**src/rtl/sbc_pkg.sv**
```systemverilog
// Shared constants for the splitter bucket classifier.
package sbc_pkg;

    localparam int KEY_W       = 32;
    localparam int LIMIT_W     = 32;
    localparam int CFG_ADDR_W  = 3;
    localparam int CFG_DATA_W  = 32;
    localparam int IDX_W       = 3;
    localparam int OUT_CNT_W   = 32;
    localparam int IN_TDATA_W  = 32;
    localparam int OUT_TDATA_W = 40;
    localparam int OUT_PAD_W   = OUT_TDATA_W - IDX_W - OUT_CNT_W - 1;

    // Queue between the classifier and the counter stage.
    localparam int QUEUE_DEPTH = 4;
    localparam int QPTR_W      = 2;

    // Register index of the overflow limit; splitters occupy the indexes below it.
    localparam logic [CFG_ADDR_W-1:0] REG_LIMIT = 3'd7;

    localparam logic [LIMIT_W-1:0] LIMIT_RESET = 32'd4096;

endpackage

```
**src/rtl/sbc_front.sv**
```systemverilog
// Classifier: counts the active splitters strictly below the incoming value.
module sbc_front #(
    parameter int BUCKETS = 8,
    parameter int BW      = 3
) (
    input  logic                                         s_tvalid,
    output logic                                         s_tready,
    input  logic [sbc_pkg::KEY_W-1:0]                    value,
    input  logic [BUCKETS-2:0][sbc_pkg::KEY_W-1:0]       split_keys,
    output logic                                         push,
    input  logic                                         q_full,
    output logic [BW-1:0]                                bucket
);

    // The compares are independent; the bucket is the number that hit.
    always_comb
    begin
        bucket = '0;
        for (int i = 0; i < BUCKETS - 1; i++)
        begin
            if ($signed(split_keys[i]) < $signed(value))
            begin
                bucket = bucket + BW'(1);
            end
        end
    end

    assign s_tready = !q_full;
    assign push     = s_tvalid && !q_full;

endmodule

```
**src/rtl/sbc_queue.sv**
```systemverilog
// Small queue of classified bucket indexes between the front and back stages.
module sbc_queue #(
    parameter int WIDTH = 3
) (
    input  logic             clk,
    input  logic             rst_n,
    input  logic             push,
    input  logic [WIDTH-1:0] push_data,
    output logic             full,
    input  logic             pop,
    output logic             not_empty,
    output logic [WIDTH-1:0] pop_data
);

    logic [WIDTH-1:0]          mem_reg [sbc_pkg::QUEUE_DEPTH];
    logic [sbc_pkg::QPTR_W-1:0] wr_ptr_reg, wr_ptr_next;
    logic [sbc_pkg::QPTR_W-1:0] rd_ptr_reg, rd_ptr_next;
    logic [sbc_pkg::QPTR_W:0]   fill_reg, fill_next;

    assign full      = (fill_reg == (sbc_pkg::QPTR_W + 1)'(sbc_pkg::QUEUE_DEPTH));
    assign not_empty = (fill_reg != '0);
    assign pop_data  = mem_reg[rd_ptr_reg];

    always_comb
    begin
        wr_ptr_next = push ? wr_ptr_reg + sbc_pkg::QPTR_W'(1) : wr_ptr_reg;
        rd_ptr_next = pop ? rd_ptr_reg + sbc_pkg::QPTR_W'(1) : rd_ptr_reg;
        fill_next   = fill_reg;
        if (push && !pop)
        begin
            fill_next = fill_reg + (sbc_pkg::QPTR_W + 1)'(1);
        end
        else if (pop && !push)
        begin
            fill_next = fill_reg - (sbc_pkg::QPTR_W + 1)'(1);
        end
    end

    always_ff @(posedge clk or negedge rst_n)
    begin
        if (!rst_n)
        begin
            wr_ptr_reg <= '0;
            rd_ptr_reg <= '0;
            fill_reg   <= '0;
        end
        else
        begin
            wr_ptr_reg <= wr_ptr_next;
            rd_ptr_reg <= rd_ptr_next;
            fill_reg   <= fill_next;
        end
    end

    always_ff @(posedge clk)
    begin
        if (push)
        begin
            mem_reg[wr_ptr_reg] <= push_data;
        end
    end

endmodule

```
**src/rtl/sbc_back.sv**
```systemverilog
// Counter stage: bumps the chosen bucket, checks all buckets against the limit.
module sbc_back #(
    parameter int BUCKETS     = 8,
    parameter int BW          = 3,
    parameter int COUNT_WIDTH = 32
) (
    input  logic                          clk,
    input  logic                          rst_n,
    input  logic                          q_not_empty,
    input  logic [BW-1:0]                 q_bucket,
    output logic                          pop,
    input  logic [sbc_pkg::LIMIT_W-1:0]   over_limit,
    output logic                          m_tvalid,
    input  logic                          m_tready,
    output logic [BW-1:0]                 res_bucket,
    output logic [COUNT_WIDTH-1:0]        res_count,
    output logic                          res_all_over
);

    logic [COUNT_WIDTH-1:0] counts_reg [BUCKETS];
    logic [COUNT_WIDTH-1:0] cur_count;
    logic [COUNT_WIDTH-1:0] new_count;
    logic                   all_over;
    logic                   valid_reg, valid_next;
    logic [BW-1:0]          bucket_reg;
    logic [COUNT_WIDTH-1:0] count_reg;
    logic                   all_over_reg;

    // The output register frees up as the downstream side takes its item.
    assign pop       = q_not_empty && (!valid_reg || m_tready);
    assign cur_count = counts_reg[q_bucket];
    assign new_count = (cur_count == '1) ? cur_count : cur_count + COUNT_WIDTH'(1);

    always_comb
    begin
        all_over = 1'b1;
        for (int i = 0; i < BUCKETS; i++)
        begin
            if (BW'(i) == q_bucket)
            begin
                if (!(sbc_pkg::LIMIT_W'(new_count) > over_limit))
                begin
                    all_over = 1'b0;
                end
            end
            else if (!(sbc_pkg::LIMIT_W'(counts_reg[i]) > over_limit))
            begin
                all_over = 1'b0;
            end
        end
    end

    always_comb
    begin
        valid_next = valid_reg;
        if (pop)
        begin
            valid_next = 1'b1;
        end
        else if (m_tready)
        begin
            valid_next = 1'b0;
        end
    end

    always_ff @(posedge clk or negedge rst_n)
    begin
        if (!rst_n)
        begin
            valid_reg <= 1'b0;
            for (int i = 0; i < BUCKETS; i++)
            begin
                counts_reg[i] <= '0;
            end
        end
        else
        begin
            valid_reg <= valid_next;
            if (pop)
            begin
                counts_reg[q_bucket] <= new_count;
            end
        end
    end

    always_ff @(posedge clk)
    begin
        if (pop)
        begin
            bucket_reg   <= q_bucket;
            count_reg    <= new_count;
            all_over_reg <= all_over;
        end
    end

    assign m_tvalid     = valid_reg;
    assign res_bucket   = bucket_reg;
    assign res_count    = count_reg;
    assign res_all_over = all_over_reg;

endmodule

```
**src/rtl/splitter_bucket_classifier.sv**
```systemverilog
// Top level of the splitter bucket classifier: config registers and stage wiring.
//
// Each item on the slave stream carries one signed 32-bit value. The block
// finds its bucket as the number of active splitters strictly below the
// value (split_key_1 .. split_key_(BUCKETS-1)), so a value equal to a
// splitter lands in the lower bucket. That bucket's counter is incremented,
// saturating at its all-ones value, and one result item leaves on the master
// stream with the bucket, its new count and a flag that is high when every
// bucket count exceeds the over_limit register.
// Configuration goes through cfg_we/cfg_addr/cfg_data: indexes 0..6 are the
// splitters, index 7 is over_limit. Write them only while no item is in
// flight. Indexes of splitters beyond BUCKETS-1 are ignored.
// Throughput is one item per cycle while m_tready stays high. The
// classifier compares the value against all splitters combinationally and
// pushes the bucket into a four-entry queue; the counter stage pops it
// into its output register, which drives m_tvalid. When the receiver
// stalls, the queue absorbs up to four items before s_tready drops.
// Reset clears all bucket counts and the splitters and sets over_limit
// to 4096; no clearing pass is needed.
module splitter_bucket_classifier #(
    parameter int BUCKETS     = 8,
    parameter int COUNT_WIDTH = 32
) (
    input  logic                               clk,
    input  logic                               rst_n,
    input  logic                               s_tvalid,
    output logic                               s_tready,
    // value[31:0]
    input  logic [sbc_pkg::IN_TDATA_W-1:0]     s_tdata,
    output logic                               m_tvalid,
    input  logic                               m_tready,
    // bucket_index[2:0], bucket_count[34:3], all_over_limit[35], zero pad[39:36]
    output logic [sbc_pkg::OUT_TDATA_W-1:0]    m_tdata,
    input  logic                               cfg_we,
    input  logic [sbc_pkg::CFG_ADDR_W-1:0]     cfg_addr,
    input  logic [sbc_pkg::CFG_DATA_W-1:0]     cfg_data
);

    localparam int BW = (BUCKETS > 1) ? $clog2(BUCKETS) : 1;

    logic [BUCKETS-2:0][sbc_pkg::KEY_W-1:0] split_reg, split_next;
    logic [sbc_pkg::LIMIT_W-1:0]            limit_reg, limit_next;

    logic                   push;
    logic                   q_full;
    logic [BW-1:0]          front_bucket;
    logic                   pop;
    logic                   q_not_empty;
    logic [BW-1:0]          q_bucket;
    logic [BW-1:0]          res_bucket;
    logic [COUNT_WIDTH-1:0] res_count;
    logic                   res_all_over;

    // Configuration writes.
    always_comb
    begin
        split_next = split_reg;
        limit_next = limit_reg;
        if (cfg_we)
        begin
            if (cfg_addr == sbc_pkg::REG_LIMIT)
            begin
                limit_next = sbc_pkg::LIMIT_W'(cfg_data);
            end
            for (int i = 0; i < BUCKETS - 1; i++)
            begin
                if (cfg_addr == sbc_pkg::CFG_ADDR_W'(i))
                begin
                    split_next[i] = sbc_pkg::KEY_W'(cfg_data);
                end
            end
        end
    end

    always_ff @(posedge clk or negedge rst_n)
    begin
        if (!rst_n)
        begin
            split_reg <= '0;
            limit_reg <= sbc_pkg::LIMIT_RESET;
        end
        else
        begin
            split_reg <= split_next;
            limit_reg <= limit_next;
        end
    end

    sbc_front #(
        .BUCKETS (BUCKETS),
        .BW      (BW)
    ) u_front (
        .s_tvalid   (s_tvalid),
        .s_tready   (s_tready),
        .value      (s_tdata[sbc_pkg::KEY_W-1:0]),
        .split_keys (split_reg),
        .push       (push),
        .q_full     (q_full),
        .bucket     (front_bucket)
    );

    sbc_queue #(
        .WIDTH (BW)
    ) u_queue (
        .clk       (clk),
        .rst_n     (rst_n),
        .push      (push),
        .push_data (front_bucket),
        .full      (q_full),
        .pop       (pop),
        .not_empty (q_not_empty),
        .pop_data  (q_bucket)
    );

    sbc_back #(
        .BUCKETS     (BUCKETS),
        .BW          (BW),
        .COUNT_WIDTH (COUNT_WIDTH)
    ) u_back (
        .clk          (clk),
        .rst_n        (rst_n),
        .q_not_empty  (q_not_empty),
        .q_bucket     (q_bucket),
        .pop          (pop),
        .over_limit   (limit_reg),
        .m_tvalid     (m_tvalid),
        .m_tready     (m_tready),
        .res_bucket   (res_bucket),
        .res_count    (res_count),
        .res_all_over (res_all_over)
    );

    assign m_tdata = {{sbc_pkg::OUT_PAD_W{1'b0}},
                      res_all_over,
                      sbc_pkg::OUT_CNT_W'(res_count),
                      sbc_pkg::IDX_W'(res_bucket)};

endmodule

```
**config.mk**
```make
export PLATFORM = sky130hd
export DESIGN_NAME = splitter_bucket_classifier
export DESIGN_NICKNAME = d
export VERILOG_FILES = /design/src/rtl/sbc_pkg.sv /design/src/rtl/sbc_front.sv /design/src/rtl/sbc_queue.sv /design/src/rtl/sbc_back.sv /design/src/rtl/splitter_bucket_classifier.sv
export SDC_FILE = /design/constraint.sdc
export NUM_CORES = 2
export LEC_CHECK = 0
export BUFFER_PORTS_ARGS = -buffer_cell sky130_fd_sc_hd__buf_2
export CAP_MARGIN = 20
export CORE_AREA = 5 5 350 352
export CTS_CLUSTER_SIZE = 25
export DETAILED_ROUTE_END_ITERATION = 10
export DIE_AREA = 0 0 355 357
export GPL_TIMING_DRIVEN = 0
export PLACE_DENSITY_LB_ADDON = 0.15
export SETUP_SLACK_MARGIN = 0.02
export SYNTH_ARGS = -nofsm -noshare
export SYNTH_HDL_FRONTEND = slang
export SYNTH_SLANG_ARGS = --single-unit
```
**constraint.sdc**
```tcl
create_clock -name clk -period 6.4 [get_ports clk]
set_input_delay 0.64 -clock clk [delete_from_list [all_inputs] [get_ports clk]]
set_output_delay 0.64 -clock clk [all_outputs]
set_load 0.1 [all_outputs]
```
; After elaboration in Yosys (flattened, before gate mapping)
; Memory sizes are Yosys's and may differ from the RTL's.
; Cells that the tools add are included.
[word_totals]
in_bits = 72
n_memories = 1
output_inout_bits = 42
regBits = 556
ram_bits = 12
word_cells = 137
[classes]
addsub = 11
n_mux = 44
n_bitwise = 1
n_eq_ne = 16
reduce_logical = 23
n_lt_le_gt_ge = 18
[mem_list]
columns = memory, depth, word_bits, rd, rd_clocked_by_memory_dff, write_ports, line
row1 = u_queue.mem_reg, 4, 3, 1, 0, 1, sbc_queue.sv:15  ; logic [WIDTH-1:0] mem_reg [sbc_pkg::QUEUE_DEPTH];
[op_table]
columns = operator, n
row1 = $gt A32 B32 Y1, 9
row2 = $bwmux W256, 1
row3 = $lt A32 B32 Y1, 7
row4 = $mux W32, 4
row5 = $bmux W32 S3, 1
row6 = $demux W32 S3, 1
row7 = $add A32 B1 Y32 const B, 1
row8 = $eq A32 B32 Y1 const B, 1
row9 = $mux W1, 29
row10 = $mux W3, 8
row11 = $add A3 B1 Y3 const B, 6
row12 = $reduce_and A2 Y1, 8
row13 = $eq A3 B3 Y1 const B, 5
row14 = $eq A3 B3 Y1 const A, 4
row15 = $eq A2 B3 Y1 const A, 2
row16 = $eq A3 B2 Y1 const B, 2
row17 = $logic_not A3 Y1, 2
row18 = $logic_and A1 B1 Y1, 5
row19 = $add A2 B1 Y2 const B, 2
row20 = $ge A4 B4 Y1 const B, 1
row21 = $logic_not A1 Y1, 4
row22 = $lt A4 B1 Y1 const B, 1
row23 = $not A3 Y4, 1
row24 = $reduce_bool A2 Y1, 2
row25 = 6 further kinds, 6

; Longest topological paths before layout
; An unclocked memory read counts as a cell.
[logic_depth]
word_depth = 24
ltp_mapped = 27
mapped_depth_nobuf = 27

; Modules after synthesis
; A second synthesis with hierarchy kept.
[hier_totals]
hier_cells = 3131
hier_area_um2 = 35507.8
[by_module_without_submodules]
columns = mod, n_inst, area_each_um2, cells_per_inst, seq_area_each_um2
row1 = sbc_back, 1, 19799.0, 1901, 7512.2
row2 = splitter_bucket_classifier, 1, 9654.3, 557, 6407.4
row3 = sbc_front, 1, 5223.8, 623, 0.0
row4 = sbc_queue, 1, 830.8, 50, 535.5

; Worst setup path after synthesis
; No wires, ideal clock.
[synth_path]
kind = input to register
from = input port s_tdata[17] (netlist bit)
to = memory u_queue.mem_reg[0][2], data pin
required_time_ps = 6122
slack_ps = 772
n_path_buf = 0
path_stages = 26
arrival_ps = 5351
path_cell_list = inv_1 -> ha_1 -> a21o_1 -> a21o_1 -> a21o_1 -> a21o_1 -> a21o_1 -> a21o_1 -> a221oi_1 -> a21boi_0 -> o31ai_1 -> o21a_1 -> ha_1 -> xnor2_1 -> ha_1 -> and2_1 -> a21o_1 -> ha_1 -> nor2b_1 -> nor2_1 -> ha_1 -> nand2_1 -> o31ai_1 -> ha_1 -> nand2_1 -> xnor3_1
[synth_via]
elab_chain_len = 14
[synth_rtl]
columns = element, line
row1 = start: declaration, splitter_bucket_classifier.sv:29  ; input logic [sbc_pkg::IN_TDATA_W-1:0] s_tdata,
row2 = $lt A32 B32 Y1, sbc_front.sv:21  ; if ($signed(split_keys[i]) < $signed(value))
row3 = $mux W1, sbc_front.sv:21
row4 = $add A1 B1 Y2, sbc_front.sv:23  ; bucket = bucket + BW'(1);
row5 = $mux W3, sbc_front.sv:21
row6 = $add A3 B1 Y3, sbc_front.sv:23
row7 = $mux W3, sbc_front.sv:21
row8 = $add A3 B1 Y3, sbc_front.sv:23
row9 = $mux W3, sbc_front.sv:21
row10 = $add A3 B1 Y3, sbc_front.sv:23
row11 = $mux W3, sbc_front.sv:21
row12 = $add A3 B1 Y3, sbc_front.sv:23
row13 = $mux W3, sbc_front.sv:21
row14 = $add A3 B1 Y3, sbc_front.sv:23
row15 = $mux W3 (*), sbc_front.sv:21
row16 = named net front_bucket[2], splitter_bucket_classifier.sv:46  ; logic [BW-1:0] front_bucket;
row17 = end: declaration, sbc_queue.sv:15
; The timed path passes the listed nets; every way through them passes the cells marked *.

; Worst setup path in the final report
[layout_path]
from = register u_queue.rd_ptr_reg[0] (netlist bit)
to = register u_back.all_over_reg (netlist: u_back.res_all_over), data pin
[layout_via]
elab_chain_len = 24
[layout_rtl]
columns = element, line
row1 = start: declaration, sbc_queue.sv:17  ; logic [sbc_pkg::QPTR_W-1:0] rd_ptr_reg, rd_ptr_next;
row2 = start signal: assignment, sbc_queue.sv:50  ; rd_ptr_reg <= rd_ptr_next;
row3 = $mem_v2 Z4 W3 (*), --
row4 = $not A3 Y4 (implied by the code) (*), sbc_back.sv:31  ; assign cur_count = counts_reg[q_bucket];
row5 = $bmux W32 S3 (*), sbc_back.sv:31
row6 = $mux W32 (implied by the code) (*) (2 in series), sbc_back.sv:31
row7 = $add A32 B1 Y32 or $eq A32 B32 Y1 (tied branches), sbc_back.sv:32  ; assign new_count = (cur_count == '1) ? cur_count : cur_count + COUNT_WIDTH'(1);
row8 = $mux W32 (*), sbc_back.sv:32
row9 = named net u_back.new_count[4], sbc_back.sv:22  ; logic [COUNT_WIDTH-1:0] new_count;
row10 = $gt A32 B32 Y1 (*), sbc_back.sv:41  ; if (!(sbc_pkg::LIMIT_W'(new_count) > over_limit))
row11 = [9 not listed], --
row12 = $mux W1, sbc_back.sv:39  ; if (BW'(i) == q_bucket)
row13 = $mux W1 (on tied branches), "sbc_back.sv:46, sbc_back.sv:41"
row14 = $mux W1, sbc_back.sv:39
row15 = $mux W1 (on tied branches), "sbc_back.sv:46, sbc_back.sv:41"
row16 = $mux W1, sbc_back.sv:39
row17 = $mux W1 (on tied branches), "sbc_back.sv:46, sbc_back.sv:41"
row18 = $mux W1 (*), sbc_back.sv:39
row19 = named net u_back.all_over, sbc_back.sv:23  ; logic all_over;
row20 = end signal: assignment, sbc_back.sv:92  ; all_over_reg <= all_over;
row21 = end: declaration, sbc_back.sv:27  ; logic all_over_reg;
; The timed path passes the listed nets; every way through them passes the cells marked *. The select of a mux whose other input is x is not followed.
; A chain may end at the register's enable or synchronous reset.

==> reports/qor.txt <==
Total power: 16.2 mW
First-pass GRT wire length: 187,000 um
Ys async rst share: 0.915
Global Route Usage Sum: 0.199
Die width: 355 um
CTS tree: done
Max FFs per register: 256
Capturing point of the worst reg2reg path: u_back.res_all_over
Max-slew headroom: 0.176
Hold Fails Final Rpt: 0
RSZ-0062 raised after global routing: true
Register area share after synthesis: 0.408
Failing checks: setup timing
Io pins: 114
Setup-failing EPs final: 1
Vias per cell: 5.25
Xor-xnor portion of the synthesized cell area: 0.0118
Port-buffer cells: 106
Final worst-path cycle share: 1.01
Cell Pwr Density: 394 nW/um2
Clock share of power: 0.258
Flip-flop and latch area: 14,500 um2
WS Path Type: register to register
Overflow after GRT: 0
Worst setup SP type: register
Fillers: 12,027
Clk buf depth: 3
Antenna Cells: 0
Final ANT Viol Nets: 0
Critical Path AT: 6.81 ns
Clock buffer count from CTS: 72
Crit path time final: 6.43 ns
Worst slew pin tran: 1.24 ns
Nets: 3,967
CP endpoint: u_back.res_all_over
# H-tree levels: 3
Post-synthesis mux area share: 0.163
Area grow syn2layout: 16.0%
Simple-Gate Fraction of Synth Area: 0.0889
Synth unique cells: 92
Register-to-Register Setup Slack: -0.03 ns
Largest family of logic cells by synthesized area: adder cells
Synth Cell Area: 35,400 um2
Final TNS setup: -0.0329 ns
DR pass1 iterations: 5
Crit path from: u_queue.rd_ptr_reg[0]
Flops & latches, synth: 568
Sequential power share: 0.294
Comb power frac: 0.448
Number of synthesized flops with an enable pin: 48
Initial Util: 0.297
Full die area: 127,000 um2
Max Cap Viol: 0
End-of-flow core utilization: 0.345
Yosys warning count: 0
Layout cells sized above 1: 0.209
Core area: 119,000 um2
Post-Synthesis Cells: 3,154
DRT iter0 DRCs: 1,624
CTS Sinks: 568
Footprint of the multi-input gates: 20,300 um2
Reg2Reg Depth: 17
Synthesized-area fraction occupied by adder cells: 0.183
Reg-to-reg critical path startpoint: u_queue.rd_ptr_reg[0]
HP Class: input pin to register
Syn_area_per_cell: 11.2 um2
DRC viols: 0
P_leak: 19.8 nW
Post-route worst setup slack: -0.0329 ns
Worst-Skew Late Latency: 0.65 ns
DP Wirelength: 93,800 um
Routed WL: 127,000 um
Max Slew Vio Count: 0
Initial antenna violation count: 2
Net switching power: 6.91 mW
Final GP Congestion: 0.876
Synth Area in Compound Gates: 0.116
Vias in the first global route: 26,695
Main synth FF type: dfrtp_1
Max Fanout on Critical Path: 10
Worst Path Required: 6.78 ns
Fmax: 0.155 GHz
Clock transition at path regs: 0.06 ns
Layout Skew: 0.0221 ns
Routed len/inst: 25.5 um
CP endpoint kind: register
# rows: 127
Internal power: 9.28 mW
Clock root cell: clkbuf_16
Sw Share: 0.427
Via count: 26,167
Peak VDD IR: 0.373 mV
Chip height: 357 um
Run status: finished, violations left
Largest net degree at the start of global routing: 110
critical path: stages, from the launching register on:
cell and delay [ns]:
dfrtp_1 0.33, buf_6 0.13, mux2i_1 0.23, mux2_2 0.25
clkbuf_1 0.83, clkbuf_2 0.60, buf_1 0.95, mux2i_1 0.34
nor3_1 0.09, a21oi_2 0.64, ha_1 0.42, o21a_1 0.16
o21a_1 0.18, o211ai_1 0.20, a21oi_2 0.13, nor4b_1 0.33
a211oi_1 0.10, and3_1 0.23
final cells by class:
cell class              instances  share of cell area
clock buffers                 105              0.0511
plain buffers                 110              0.0146
repair buffers                146              0.0236
multi-input cells            2358               0.493
inverters                     121              0.0113
clock inverters                24             0.00673
well taps                    1548              0.0472
flip-flops and latches        568               0.352
timing repair:
item	CTS	global route
buffers inserted	14	9
hold buffers	1	0
setup endpoints to repair	1	5
endpoints found under the hold margin	22	0
pin swaps	6	5
gates resized for setup	42	24
how the worst min path moves through the flow:
stage                          startpoint              end  slack (ns)  cells past startpoint
after floorplan                     rst_n     limit_reg[0]        0.34                      0
after global placement    u_back.m_tvalid  u_back.m_tvalid        0.47                      2
after detailed placement   split_reg[160]   split_reg[160]        0.48                      1
after CTS                        m_tready  u_back.m_tvalid        0.24                      4
after global routing             m_tready  u_back.m_tvalid        0.27                      4
final                            m_tready  u_back.m_tvalid        0.27                      4
cells by family (layout without fill, tap and decap cells):
kind of cell,after synthesis,count (layout)
AO/OA/AOI/OAI,660,660
AND/OR/NAND/NOR,636,636
flip-flops,568,568
adder cells (fa/ha/maj),518,518
multiplexers,500,500
buffers and inverters,231,506
XOR/XNOR,40,40
other,1,4
metrics by stage:
step | hold WS [ns] | instance area (um2) | cells | setup slack (ns)
2_1_floorplan | 0.344 | 35400 | 3157 | 0.772
3_3_place_gp | 0.471 | 37900 | 4811 | -7.39
3_5_place_dp | 0.485 | 38100 | 4826 | -1.18
4_1_cts | 0.237 | 40900 | 4970 | 0.0247
5_1_grt | 0.274 | 41100 | 4980 | -0.0265
6_report | 0.266 | 41100 | 4980 | -0.0329
cells in the final DEF (no fill, tap or decap), types with 48 or more instances in the layout:
master	count
clkbuf_16	74
ha_1	517
mux2i_1	138
nand2_1	271
nand4_1	100
mux2_2	325
nor2_1	69
a21oi_1	124
buf_2	108
o21ai_0	249
a21o_1	135
clkbuf_1	94
dfrtp_1	519
edfxtp_1	48
inv_1	116
Yosys cell counts (48+ instances only):
master / instances / share of area
nand3_1: 50 / 0.0071
dfrtp_1: 519 / 0.37
edfxtp_1: 48 / 0.041
a21oi_1: 126 / 0.018
nand4_1: 100 / 0.018
ha_1: 517 / 0.18
a21o_1: 135 / 0.029
nand2_1: 271 / 0.029
clkbuf_1: 77 / 0.0082
mux2_2: 325 / 0.10
inv_1: 118 / 0.013
mux2i_1: 147 / 0.042
o21ai_0: 250 / 0.035
nor2_1: 69 / 0.0073
routing by layer:
metal	global-route usage	vias up	share of wire
li1	-	12174	-
met1	0.270	13164	0.46
met2	0.327	643	0.46
met3	0.0347	186	0.052
met4	0.0569	0	0.032
met5	0	-	0
power by group through the flow:
stage	registers, mW	logic [mW]	clock network [mW]
2_1_floorplan	5.14	4.08	0
3_3_place_gp	4.83	6.90	0
3_5_place_dp	4.83	7.00	0
4_1_cts	4.77	7.18	4.29
5_1_grt	4.83	7.78	4.42
6_report	4.76	7.25	4.18
No activity file was read; power rests on OpenSTA's default activity.
